**src/rtl/sfph_pkg.sv**
```systemverilog
package sfph_pkg;

  // Fixed field widths
  localparam int STRIDE_W   = 16;
  localparam int WINDOW_W   = 31;
  localparam int RECIP_W    = 32;
  localparam int FRAME_W    = 32;
  localparam int AGE_W      = 16;
  localparam int REQ_W      = 2;
  localparam int CFG_IDX_W  = 2;
  localparam int CFG_DATA_W = 32;

  // Register values after reset
  localparam logic [STRIDE_W-1:0] STRIDE_RST = 16'd1;
  localparam logic [WINDOW_W-1:0] WINDOW_RST = 31'd48000;
  localparam logic [RECIP_W-1:0]  RECIP_RST  = 32'd89478;

  typedef enum logic [REQ_W-1:0] {
    REQ_SAMPLE = 2'd0,
    REQ_READ   = 2'd1,
    REQ_CLEAR  = 2'd2
  } req_e;

  typedef enum logic [CFG_IDX_W-1:0] {
    CFG_POINT_STRIDE   = 2'd0,
    CFG_WINDOW_FRAMES  = 2'd1,
    CFG_AGE_RECIPROCAL = 2'd2,
    CFG_MONO_MODE      = 2'd3
  } cfg_idx_e;

  typedef enum logic [2:0] {
    ST_IDLE,
    ST_SAMPLE_WRITE,
    ST_SAMPLE_FETCH,
    ST_SAMPLE_EXPIRE,
    ST_POINT_FETCH,
    ST_AGE_MUL,
    ST_RESULT,
    ST_CLEAR
  } state_e;

  typedef struct packed {
    logic accept;
    logic sample_write;
    logic sample_fetch;
    logic sample_expire;
    logic point_fetch;
    logic age_mul;
    logic out_load;
    logic clear;
  } dp_cmd_t;

  typedef struct packed {
    logic out_busy;
  } dp_sts_t;

endpackage

```
**src/rtl/sfph_ctrl.sv**
```systemverilog
module sfph_ctrl (
  input  logic                       clk_i,
  input  logic                       rst_ni,
  input  logic                       in_valid_i,
  input  logic [sfph_pkg::REQ_W-1:0] in_req_i,
  output logic                       in_ready_o,
  input  sfph_pkg::dp_sts_t          sts_i,
  output sfph_pkg::dp_cmd_t          cmd_o
);

  sfph_pkg::state_e state_q, state_d;

  always_ff @(posedge clk_i or negedge rst_ni) begin
    if (!rst_ni) begin
      state_q <= sfph_pkg::ST_IDLE;
    end else begin
      state_q <= state_d;
    end
  end

  // Next state
  always_comb begin
    state_d = state_q;
    unique case (state_q)
      sfph_pkg::ST_IDLE: begin
        if (in_valid_i) begin
          unique case (in_req_i)
            sfph_pkg::REQ_SAMPLE: state_d = sfph_pkg::ST_SAMPLE_WRITE;
            sfph_pkg::REQ_READ:   state_d = sfph_pkg::ST_POINT_FETCH;
            sfph_pkg::REQ_CLEAR:  state_d = sfph_pkg::ST_CLEAR;
            default:              state_d = sfph_pkg::ST_IDLE;
          endcase
        end
      end
      sfph_pkg::ST_SAMPLE_WRITE:  state_d = sfph_pkg::ST_SAMPLE_FETCH;
      sfph_pkg::ST_SAMPLE_FETCH:  state_d = sfph_pkg::ST_SAMPLE_EXPIRE;
      sfph_pkg::ST_SAMPLE_EXPIRE: state_d = sfph_pkg::ST_IDLE;
      sfph_pkg::ST_POINT_FETCH:   state_d = sfph_pkg::ST_AGE_MUL;
      sfph_pkg::ST_AGE_MUL:       state_d = sfph_pkg::ST_RESULT;
      sfph_pkg::ST_RESULT: begin
        if (!sts_i.out_busy) begin
          state_d = sfph_pkg::ST_IDLE;
        end
      end
      sfph_pkg::ST_CLEAR:         state_d = sfph_pkg::ST_IDLE;
      default:                    state_d = sfph_pkg::ST_IDLE;
    endcase
  end

  // Outputs
  always_comb begin
    cmd_o      = '0;
    in_ready_o = 1'b0;
    unique case (state_q)
      sfph_pkg::ST_IDLE: begin
        in_ready_o   = 1'b1;
        cmd_o.accept = in_valid_i;
      end
      sfph_pkg::ST_SAMPLE_WRITE:  cmd_o.sample_write  = 1'b1;
      sfph_pkg::ST_SAMPLE_FETCH:  cmd_o.sample_fetch  = 1'b1;
      sfph_pkg::ST_SAMPLE_EXPIRE: cmd_o.sample_expire = 1'b1;
      sfph_pkg::ST_POINT_FETCH:   cmd_o.point_fetch   = 1'b1;
      sfph_pkg::ST_AGE_MUL:       cmd_o.age_mul       = 1'b1;
      sfph_pkg::ST_RESULT:        cmd_o.out_load      = !sts_i.out_busy;
      sfph_pkg::ST_CLEAR:         cmd_o.clear         = 1'b1;
      default:                    cmd_o               = '0;
    endcase
  end

endmodule

```
**config.mk**
```make
export PLATFORM = sky130hd
export DESIGN_NAME = sfph_ctrl
export DESIGN_NICKNAME = d
export VERILOG_FILES = /design/src/rtl/sfph_pkg.sv /design/src/rtl/sfph_ctrl.sv
export SDC_FILE = /design/constraint.sdc
export NUM_CORES = 1
export LEC_CHECK = 0
export BUFFER_PORTS_ARGS = -buffer_cell sky130_fd_sc_hd__buf_2
export CAP_MARGIN = 0
export CORE_AREA = 3 3 40 42
export CTS_CLUSTER_SIZE = 8
export DETAILED_ROUTE_END_ITERATION = 12
export DIE_AREA = 0 0 43 45
export SYNTH_ARGS = -nofsm -noshare
export SYNTH_HDL_FRONTEND = slang
export SYNTH_SLANG_ARGS = --single-unit
```
**constraint.sdc**
```tcl
create_clock -name clk_i -period 2.5 [get_ports clk_i]
set_input_delay 0.5 -clock clk_i [delete_from_list [all_inputs] [get_ports clk_i]]
set_output_delay 0.5 -clock clk_i [all_outputs]
set_load 0.03 [all_outputs]
```
==> results of run 1 <==
## power groups by stage
stage	clock (mW)	sequential (mW)	combinational, mW
after detailed placement	0	0.147	0.281
final	0.0841	0.149	0.276
after floorplan	0	0.0953	0.295
after CTS	0.0900	0.146	0.281
after global routing	0.0930	0.158	0.301
after global placement	0	0.145	0.280
## synthesized netlist by cell type, types with 2 or more instances
| cell | number | share of area (%) |
|---|---|---|
| buf_6 | 2 | 7.1 |
| inv_1 | 3 | 3.5 |
| a21oi_1 | 2 | 3.1 |
| dfrtp_1 | 3 | 24 |
| and2_1 | 2 | 3.9 |
| and3b_2 | 2 | 6.3 |
| nand2_1 | 3 | 3.5 |
| nor3b_1 | 2 | 4.7 |
| nor2_1 | 2 | 2.4 |
| ha_1 | 4 | 16 |
## worst max-delay path, cell delays in order (launching register included)
cell	delay, ns
dfrtp_1	0.50
nor3_1	0.25
and2_1	0.15
buf_2	0.18
## cell families (layout without fill, tap and decap cells)
family | Yosys count | count (layout)
AOI/OAI and AO/OA | 7 | 7
adders and majority gates | 4 | 4
buffers and inverters | 6 | 21
DFF | 3 | 3
and+or+nand+nor | 15 | 15
## layout make-up
| type | instances | area [um^2] |
|---|---|---|
| Multi-Input combinational cell | 26 | 204 |
| Timing Repair Buffer | 14 | 70.1 |
| Fill cell | 147 | 880 |
| Inverter | 3 | 11.3 |
| Sequential cell | 3 | 75.1 |
| Tap cell | 15 | 18.8 |
| Clock buffer | 4 | 26.3 |
## metal layers
layer  global-route usage [%]  wire, um  up-vias
li1                         -         -      149
met1                     5.83       273      128
met2                     11.4       290        8
met3                     2.79        49        0
met4                     5.42         0        0
met5                        0         0        -
## metrics by stage
| step | hold WS, ns | worst slack, ns |
|---|---|---|
| after floorplan | 0.204 | 0.451 |
| after global placement | 0.298 | 0.943 |
| after detailed placement | 0.303 | 0.929 |
| after CTS | 0.0514 | 0.676 |
| after global routing | 0.0508 | 0.567 |
| final | 0.0590 | 0.695 |
## how the worst max path moves through the flow
stage | to | slack, ns | depth (start not counted)
after floorplan | cmd_o[7] | 0.45 | 2
after global placement | cmd_o[7] | 0.94 | 3
after detailed placement | cmd_o[7] | 0.93 | 3
after CTS | cmd_o[7] | 0.68 | 3
after global routing | cmd_o[7] | 0.57 | 3
final | cmd_o[7] | 0.70 | 3
==> reports/qor.csv, run 1 <==
metric,value,unit
synth.yosys.seq_area_share,23.6,%
power_frac_seq,29.2,%
synth_top_flop_cell,dfrtp_1,
core,1280,um^2
synth-warning-count,0,
synth_top_family_by_area,simple AND/OR/NAND/NOR gates,
setup_viol_count_final,0,
synth_compound_gate_area_share,16.5,%
drcViolationCount,0,
worst_ep_required_time,2.00,ns
total_inserted_antenna_cells,0,
area.growth.synth_to_final,27.6,%
relSlewSlack,72.3,%
grtUsageTotal,6.51,%
layout_cells_sized_above_1,46.0,%
final_area,405,um^2
clockBufferDepth,2,
worst-setup-path-type,flip-flop to output pin,
grt_antenna_before_repair,0,
final_common_cell,buf_2,
synth-simple-area-share,31.9,%
grt_start_max_net_pins,15,
fin_skew,0.000443,ns
final_core_utilization,31.5,%
crit_start,state_q[1],
drt.antenna.violating_nets,0,
layout.cells.non_filler,65,
num_rows,13,
critPathArrivalTime,1.30,ns
synthAdderAreaFrac,15.7,%
grt_setup_unrepaired,no,
start_util,24.7,%
grt_remaining_overflow,0,
number_of_library_cell_types_mapped_by_synthesis,20,
timing.final.hold_violations,0,
cts_inserted_buffers,3,
die-area,1940,um^2
critical_path_peak_fanout,14,
yosys-mux-area-fraction,0,%
post-dp-hpwl,467,um
synthesis.area,318,um^2
setup_tns,0,ns
die_width,43,um
synth_cells,35,
switching_share,52.2,%
maximum_capacitance_violations,0,
clockPowerShare,16.5,%
timing.rr.start,state_q[0],
placed_cells,61,
syn_area_per_cell,9.08,um^2
fin_crit_sh,72.2,%
synth_enable_flop_cells,0,
mappedNetlistNets,45,
vdd_ir_drop_max,0.000485,V
layout.cells.most_common_list,"14 x buf_2, 4 x ha_1",
worst_reg2reg_setup_slack,1.41,ns
clock.fmax,0.554,GHz
final.min_clock_period,1.80,ns
largest_registers,state_q x3,
largest_register_ff_count,3,
place.gp.congestion,0.620,
timing_worst_slew_pin_value,0.415,ns
reg2reg_depth,2,
numPortBuffers,14,
run_status,"finished, final reports clean",
first_iter_violations,0,
floorplan.die.height,45,um
insertion_delay,0.23,ns
placedInstanceArea,379,um^2
yosys.area_share.xor_xnor,0,%
post_cts_repair_timing_setup_buffer_count,0,
wl,612,um
dr_total_vias,285,
power_density,1260,nW/um^2
power.combinational.fraction,54.2,%
grt_pass1_vias,265,
slew_viol_final,0,
io_pins,15,
drt_first_pass_iters,1,
clock_tree_from_tritoncts,built,
min-delay-path-class,primary input to async pin,
ctsHtreeMaxLevel,1,
clock_sinks,3,
largest-register,state_q,
vias_per_cell,4.38,
detail_route.wl_per_cell,9.42,um
switching_power,266,uW
nets,61,
post_cts_resize_count,0,
crit_path_end_kind,output pin,
fin_total_pwr,510,uW
static-leakage-power,0.220,nW
clockRootBuffer,clkbuf_4,
startpoint_type,flip-flop,
grt_first_pass_wirelength,924,um
synthArstFlopShare,100,%
critical_path.reg2reg.endpoint,state_q[2],
clkTransAtPathRegs,0.04,ns
ys_ff_latch,3,
p_int,244,uW
ctsHoldBuffers,0,
(Power assumes the default switching activity.)
==> run 2, diff against run 1 <==
==> constraint.sdc (replaced) <==
create_clock -name clk_i -period 1.46 [get_ports clk_i]
set_input_delay 0.292 -clock clk_i [delete_from_list [all_inputs] [get_ports clk_i]]
set_output_delay 0.292 -clock clk_i [all_outputs]
set_load 0.03 [all_outputs]
==> run 2 against run 1 <==
  * Global-route usage is 0.59 points higher
  * Non-clock buffer count is 9 higher
  * Clock power is 71% higher
  * Critical path type unchanged
  * Via count is 12% higher
  * Flip-flop and latch count stayed put
  * Register-to-register slack worse by 1.2 ns
  * Core utilization is 8.6 points higher
  * Setup slack worse by 0.69 ns
  * Cell area is 27% higher
  * Largest cell class unchanged
==> reports/qor.csv, run 2 (same netlist as run 1, synthesis figures left out) <==
metric,value,unit,change
cts_inserted_buffers,3,,unchanged
grt_first_pass_wirelength,1.00,mm,+8.2%
worst_reg2reg_setup_slack,0.25,ns,-1.16 ns
insertion_delay,0.23,ns,about the same
layout_cells_sized_above_1,61.0,%,+15 points
layout.cells.non_filler,74,,+14%
worst-setup-path-type,flip-flop to output pin,,
startpoint_type,flip-flop,,
grt_antenna_before_repair,0,,unchanged
drt.antenna.violating_nets,0,,unchanged
relSlewSlack,86.7,%,+14 points
final_area,515,um^2,+27%
num_rows,13,,unchanged
critPathArrivalTime,1.16,ns,-0.14 ns
dr_total_vias,318,,+12%
first_iter_violations,1,,+1
setup_viol_count_final,0,,unchanged
timing.critical_path.max_delay_family,flip-flops,,
die_width,43,um,unchanged
clock.fmax,0.687,GHz,
grt_start_max_net_pins,13,,-2
fin_skew,0.00269,ns,+0.00224 ns
area.growth.synth_to_final,62.2,%,
detail_route.wl_per_cell,9.01,um,-4.3%
drt_first_pass_iters,4,,+3
clock_sinks,3,,unchanged
numPortBuffers,14,,unchanged
final_common_cell,buf_4,,
min-delay-path-class,primary input to async pin,,
grtUsageTotal,7.10,%,+0.59 points
ctsHtreeMaxLevel,1,,unchanged
placed_cells,61,,unchanged
drcViolationCount,0,,unchanged
vdd_ir_drop_max,0.00106,V,+120%
layout.cells.most_common_list,"11 x buf_4, 8 x buf_2, 4 x ha_1",,
clkTransAtPathRegs,0.04,ns,about the same
static-leakage-power,0.265,nW,+20%
final.min_clock_period,1.46,ns,
crit_path_end_kind,output pin,,
cp_slowest_stage_delay,0.42,ns,-0.08 ns
largest_registers,state_q x3,,
timing_worst_slew_pin_value,0.199,ns,-0.216 ns
grt_pass1_vias,258,,-2.6%
layout.filler_cells,123,,-16%
slew_viol_final,0,,unchanged
largest-register,state_q,,
io_pins,15,,unchanged
total_inserted_antenna_cells,0,,unchanged
fin_crit_sh,99.7,%,
die-area,1940,um^2,unchanged
largest_register_ff_count,3,,unchanged
critical_path_peak_fanout,5,,-9
start_util,24.7,%,unchanged
critical_path.reg2reg.endpoint,state_q[1],,
worst_ep_required_time,1.17,ns,-0.83 ns
critPathSlowestCell,dfrtp_2,,
place_worst_setup_slack,0.128,ns,-0.801 ns
clock_tree_from_tritoncts,built,,
timing.rr.start,state_q[1],,
vias_per_cell,4.30,,-2.0%
cp_common_cell,buf_2,,
reg2reg_depth,5,,+3
place.gp.congestion,0.664,,+7.1%
timing.critical_path.cells,buf_2 -> and3_2 -> buf_2,,
wl,667,um,+9.0%
core,1280,um^2,unchanged
clockBufferDepth,2,,unchanged
run_status,"finished, final reports clean",,
grt_setup_unrepaired,yes,,
clockRootBuffer,clkbuf_4,,
grt_remaining_overflow,0,,unchanged
critical_path_buf_inv_count,2,,+1
timing.final.hold_violations,0,,unchanged
placedInstanceArea,389,um^2,+2.6%
maximum_capacitance_violations,0,,unchanged
power_density,2170,nW/um^2,+72%
nets,70,,+15%
fin_ws,0.00397,ns,-0.691 ns
floorplan.die.height,45,um,unchanged
[run 2: per-stage QoR]
step | setup TNS (ns) | util, % | total power, mW | hold WS [ns]
floorplan | -0.0918 | - | 0.689 | -0.00359
global placement | 0 | 30.3 | 0.751 | 0.0906
detailed placement | 0 | 30.3 | 0.753 | 0.0893
CTS | -0.0357 | 35.8 | 0.993 | 0.367
global route | -0.208 | 40.1 | 1.22 | 0.377
finish | 0 | 40.1 | 1.12 | 0.370
[run 2: worst max path at each step]
| stage | start | endpoint | slack (ns) | depth (start not counted) |
|---|---|---|---|---|
| after global placement | state_q[2] | cmd_o[7] | 0.14 | 3 |
| after floorplan | state_q[1] | cmd_o[7] | -0.09 | 2 |
| after CTS | state_q[0] | cmd_o[7] | -0.04 | 3 |
| after global routing | state_q[1] | cmd_o[0] | -0.05 | 3 |
| final | state_q[1] | cmd_o[0] | 0.004 | 3 |
| after detailed placement | state_q[2] | cmd_o[7] | 0.13 | 3 |
[run 2: repair_timing]
item	in CTS	in global routing
setup buffers	3	5
resized for setup	6	13
hold buffers	1	0
pin swaps	1	2
endpoints found under the hold margin	3	0
setup endpoints to repair	9	6
[run 2: power breakdown]
part	switching, mW	internal (mW)
Combinational	0.376	0.377
Sequential	0.0859	0.134
Clock	0.0413	0.102
Total	0.503	0.613
[run 2: metal layers]
| layer | vias up | wire (um) | GRT usage (%) |
|---|---|---|---|
| met2 | 6 | 364 | 11.1 |
| met4 | 0 | 0 | 3.61 |
| met3 | 0 | 31 | 3.59 |
| met5 | - | 0 | 0 |
| li1 | 168 | - | - |
| met1 | 144 | 271 | 8.03 |
[run 2: cell type report]
cell class / instances / area, um^2 / share of cell area (%)
clock buffers: 4 / 26.3 / 5.10
inverters: 3 / 11.3 / 2.18
multi-input cells: 26 / 214 / 41.5
flip-flops and latches: 3 / 78.8 / 15.3
well taps: 15 / 18.8 / 3.64
repair buffers: 23 / 166 / 32.3
==> run 3, diff against run 2 <==
--- a/config.mk
+++ b/config.mk
@@ -8,6 +8,7 @@
 export BUFFER_PORTS_ARGS = -buffer_cell sky130_fd_sc_hd__buf_2
 export CAP_MARGIN = 0
 export CORE_AREA = 3 3 40 42
+export CTS_BUF_LIST = sky130_fd_sc_hd__clkbuf_4
 export CTS_CLUSTER_SIZE = 8
 export DETAILED_ROUTE_END_ITERATION = 12
 export DIE_AREA = 0 0 43 45
==> run 3 against run 2 <==
  * Wire length shrank 0.45%
  * Largest cell class unchanged
  * Flip-flop and latch count is the same
  * Highest routed layer unchanged
  * Critical path depth is the same
  * Cell area grew 0.73%
  * Global-route usage is the same
  * Cell count is the same
  * Sequential share of layout area shrank 0.11 points
  * Fmax is essentially flat
==> reports/qor.csv, run 3 (same netlist as run 1, synthesis figures left out) <==
metric,value,unit,change
timing.rr.start,state_q[1],,
clock_sinks,3,,unchanged
timing.final.hold_violations,0,,unchanged
static-leakage-power,0.268,nW,+1.3%
area.growth.synth_to_final,63.4,%,
largest-register,state_q,,
clockBufferDepth,2,,unchanged
placed_cells,61,,unchanged
reg2reg_depth,5,,unchanged
total_inserted_antenna_cells,0,,unchanged
cts_inserted_buffers,3,,unchanged
dr_total_vias,318,,unchanged
vdd_ir_drop_max,0.00106,V,about the same
insertion_delay,0.23,ns,about the same
drt_first_pass_iters,4,,unchanged
layout_cells_sized_above_1,62.7,%,+1.7 points
clock.fmax,0.687,GHz,about the same
io_pins,15,,unchanged
ctsHtreeMaxLevel,1,,unchanged
clock_tree_from_tritoncts,built,,
numPortBuffers,14,,unchanged
clockRootBuffer,clkbuf_4,,
fin_skew,0.00224,ns,-0.000449 ns
layout.cells.most_common_list,"11 x buf_4, 8 x buf_2, 4 x ha_1, 4 x clkbuf_4",,
place.gp.congestion,0.664,,unchanged
power_density,2190,nW/um^2,+0.88%
hold_start,in_valid_i,,
worst-setup-path-type,flip-flop to output pin,,
start_util,24.7,%,unchanged
core,1280,um^2,unchanged
min-delay-path-class,primary input to flip-flop,,
grtUsageTotal,7.10,%,unchanged
drcViolationCount,0,,unchanged
grt_first_pass_wirelength,1.00,mm,unchanged
nets,70,,unchanged
grt_remaining_overflow,0,,unchanged
drt.antenna.violating_nets,0,,unchanged
relSlewSlack,86.7,%,unchanged
layout.cells.non_filler,74,,unchanged
largest_register_ff_count,3,,unchanged
largest_registers,state_q x3,,
crit_path_end_kind,output pin,,
first_iter_violations,1,,unchanged
worst_ep_required_time,1.17,ns,about the same
final.min_clock_period,1.46,ns,-0.000594 ns
num_rows,13,,unchanged
cp_slowest_stage_delay,0.42,ns,about the same
grt_start_max_net_pins,13,,unchanged
timing.critical_path.cells,buf_2 -> and3_2 -> buf_2,,
setup_viol_count_final,0,,unchanged
grt_setup_unrepaired,yes,,
slew_viol_final,0,,unchanged
hold_end,state_q[2],,
setup_tns,0,ns,unchanged
cp_common_cell,buf_2,,
die_width,43,um,unchanged
fin_crit_sh,99.7,%,about the same
die-area,1940,um^2,unchanged
final_common_cell,buf_4,,
grt_pass1_vias,258,,unchanged
maximum_capacitance_violations,0,,unchanged
critPathSlowestCell,dfrtp_2,,
detail_route.wl_per_cell,8.97,um,-0.45%
worst_reg2reg_setup_slack,0.25,ns,about the same
floorplan.die.height,45,um,unchanged
critical_path.reg2reg.endpoint,state_q[1],,
critPathArrivalTime,1.16,ns,about the same
vias_per_cell,4.30,,unchanged
clkTransAtPathRegs,0.04,ns,about the same
run_status,"finished, final reports clean",,
critical_path_peak_fanout,5,,unchanged
startpoint_type,flip-flop,,
grt_antenna_before_repair,0,,unchanged
wl,664,um,-0.45%
hold_path_depth,2,,
timing_worst_slew_pin_value,0.199,ns,unchanged
==> run 3: timing repair <==
| item | in CTS | in global routing |
|---|---|---|
| hold endpoints to repair | 3 | 0 |
| pin swaps | 1 | 2 |
| setup buffers | 3 | 5 |
| hold buffers | 1 | 0 |
| resized for setup | 6 | 13 |
| setup endpoints to repair | 9 | 6 |
==> run 3: worst max-delay path by stage <==
stage / cells past startpoint / from / end
6_report: 3 / state_q[1] / cmd_o[0]
3_3_place_gp: 3 / state_q[2] / cmd_o[7]
5_1_grt: 3 / state_q[1] / cmd_o[0]
2_1_floorplan: 2 / state_q[1] / cmd_o[7]
3_5_place_dp: 3 / state_q[2] / cmd_o[7]
4_1_cts: 3 / state_q[0] / cmd_o[7]
==> run 3: critical path: cells and delay by family (launching register included) <==
| kind | cells | cell delay (ns) |
|---|---|---|
| DFF | 1 | 0.42 |
| buffers and inverters | 2 | 0.33 |
| and+or+nand+nor | 1 | 0.18 |
==> run 3: cell type report <==
class                           count  area (um^2)
Timing Repair Buffer               23          166
Sequential cell                     3         78.8
Fill cell                         123          766
Clock buffer                        4         30.0
Inverter                            3         11.3
Multi-Input combinational cell     26          214
Tap cell                           15         18.8
==> run 3: metal layers <==
layer  global-route usage (%)  vias to the layer above  routed length [um]
met5                        0                        -                   0
met4                     3.61                        0                   0
met3                     3.59                        0                  31
met2                     11.1                        6                 363
met1                     8.03                      144                 269
li1                         -                      168                   -
==> run 3: report_power, final <==
group	internal [mW]	total [mW]	leakage, nW	switching, mW
registers	0.134	0.220	0.0334	0.0861
clock network	0.121	0.162	0.0184	0.0409
logic	0.377	0.753	0.216	0.376
==> run 3: through the flow <==
step / area (um^2) / setup WS (ns) / hold slack [ns] / utilization, % / total power [mW]
6_report: 519 / 0.00457 / 0.370 / 40.4 / 1.13
3_3_place_gp: 389 / 0.145 / 0.0906 / 30.3 / 0.751
3_5_place_dp: 389 / 0.128 / 0.0893 / 30.3 / 0.753
5_1_grt: 519 / -0.0489 / 0.377 / 40.4 / 1.23
2_1_floorplan: 328 / -0.0918 / -0.00359 / - / 0.689
4_1_cts: 464 / -0.0357 / 0.367 / 36.1 / 1.01
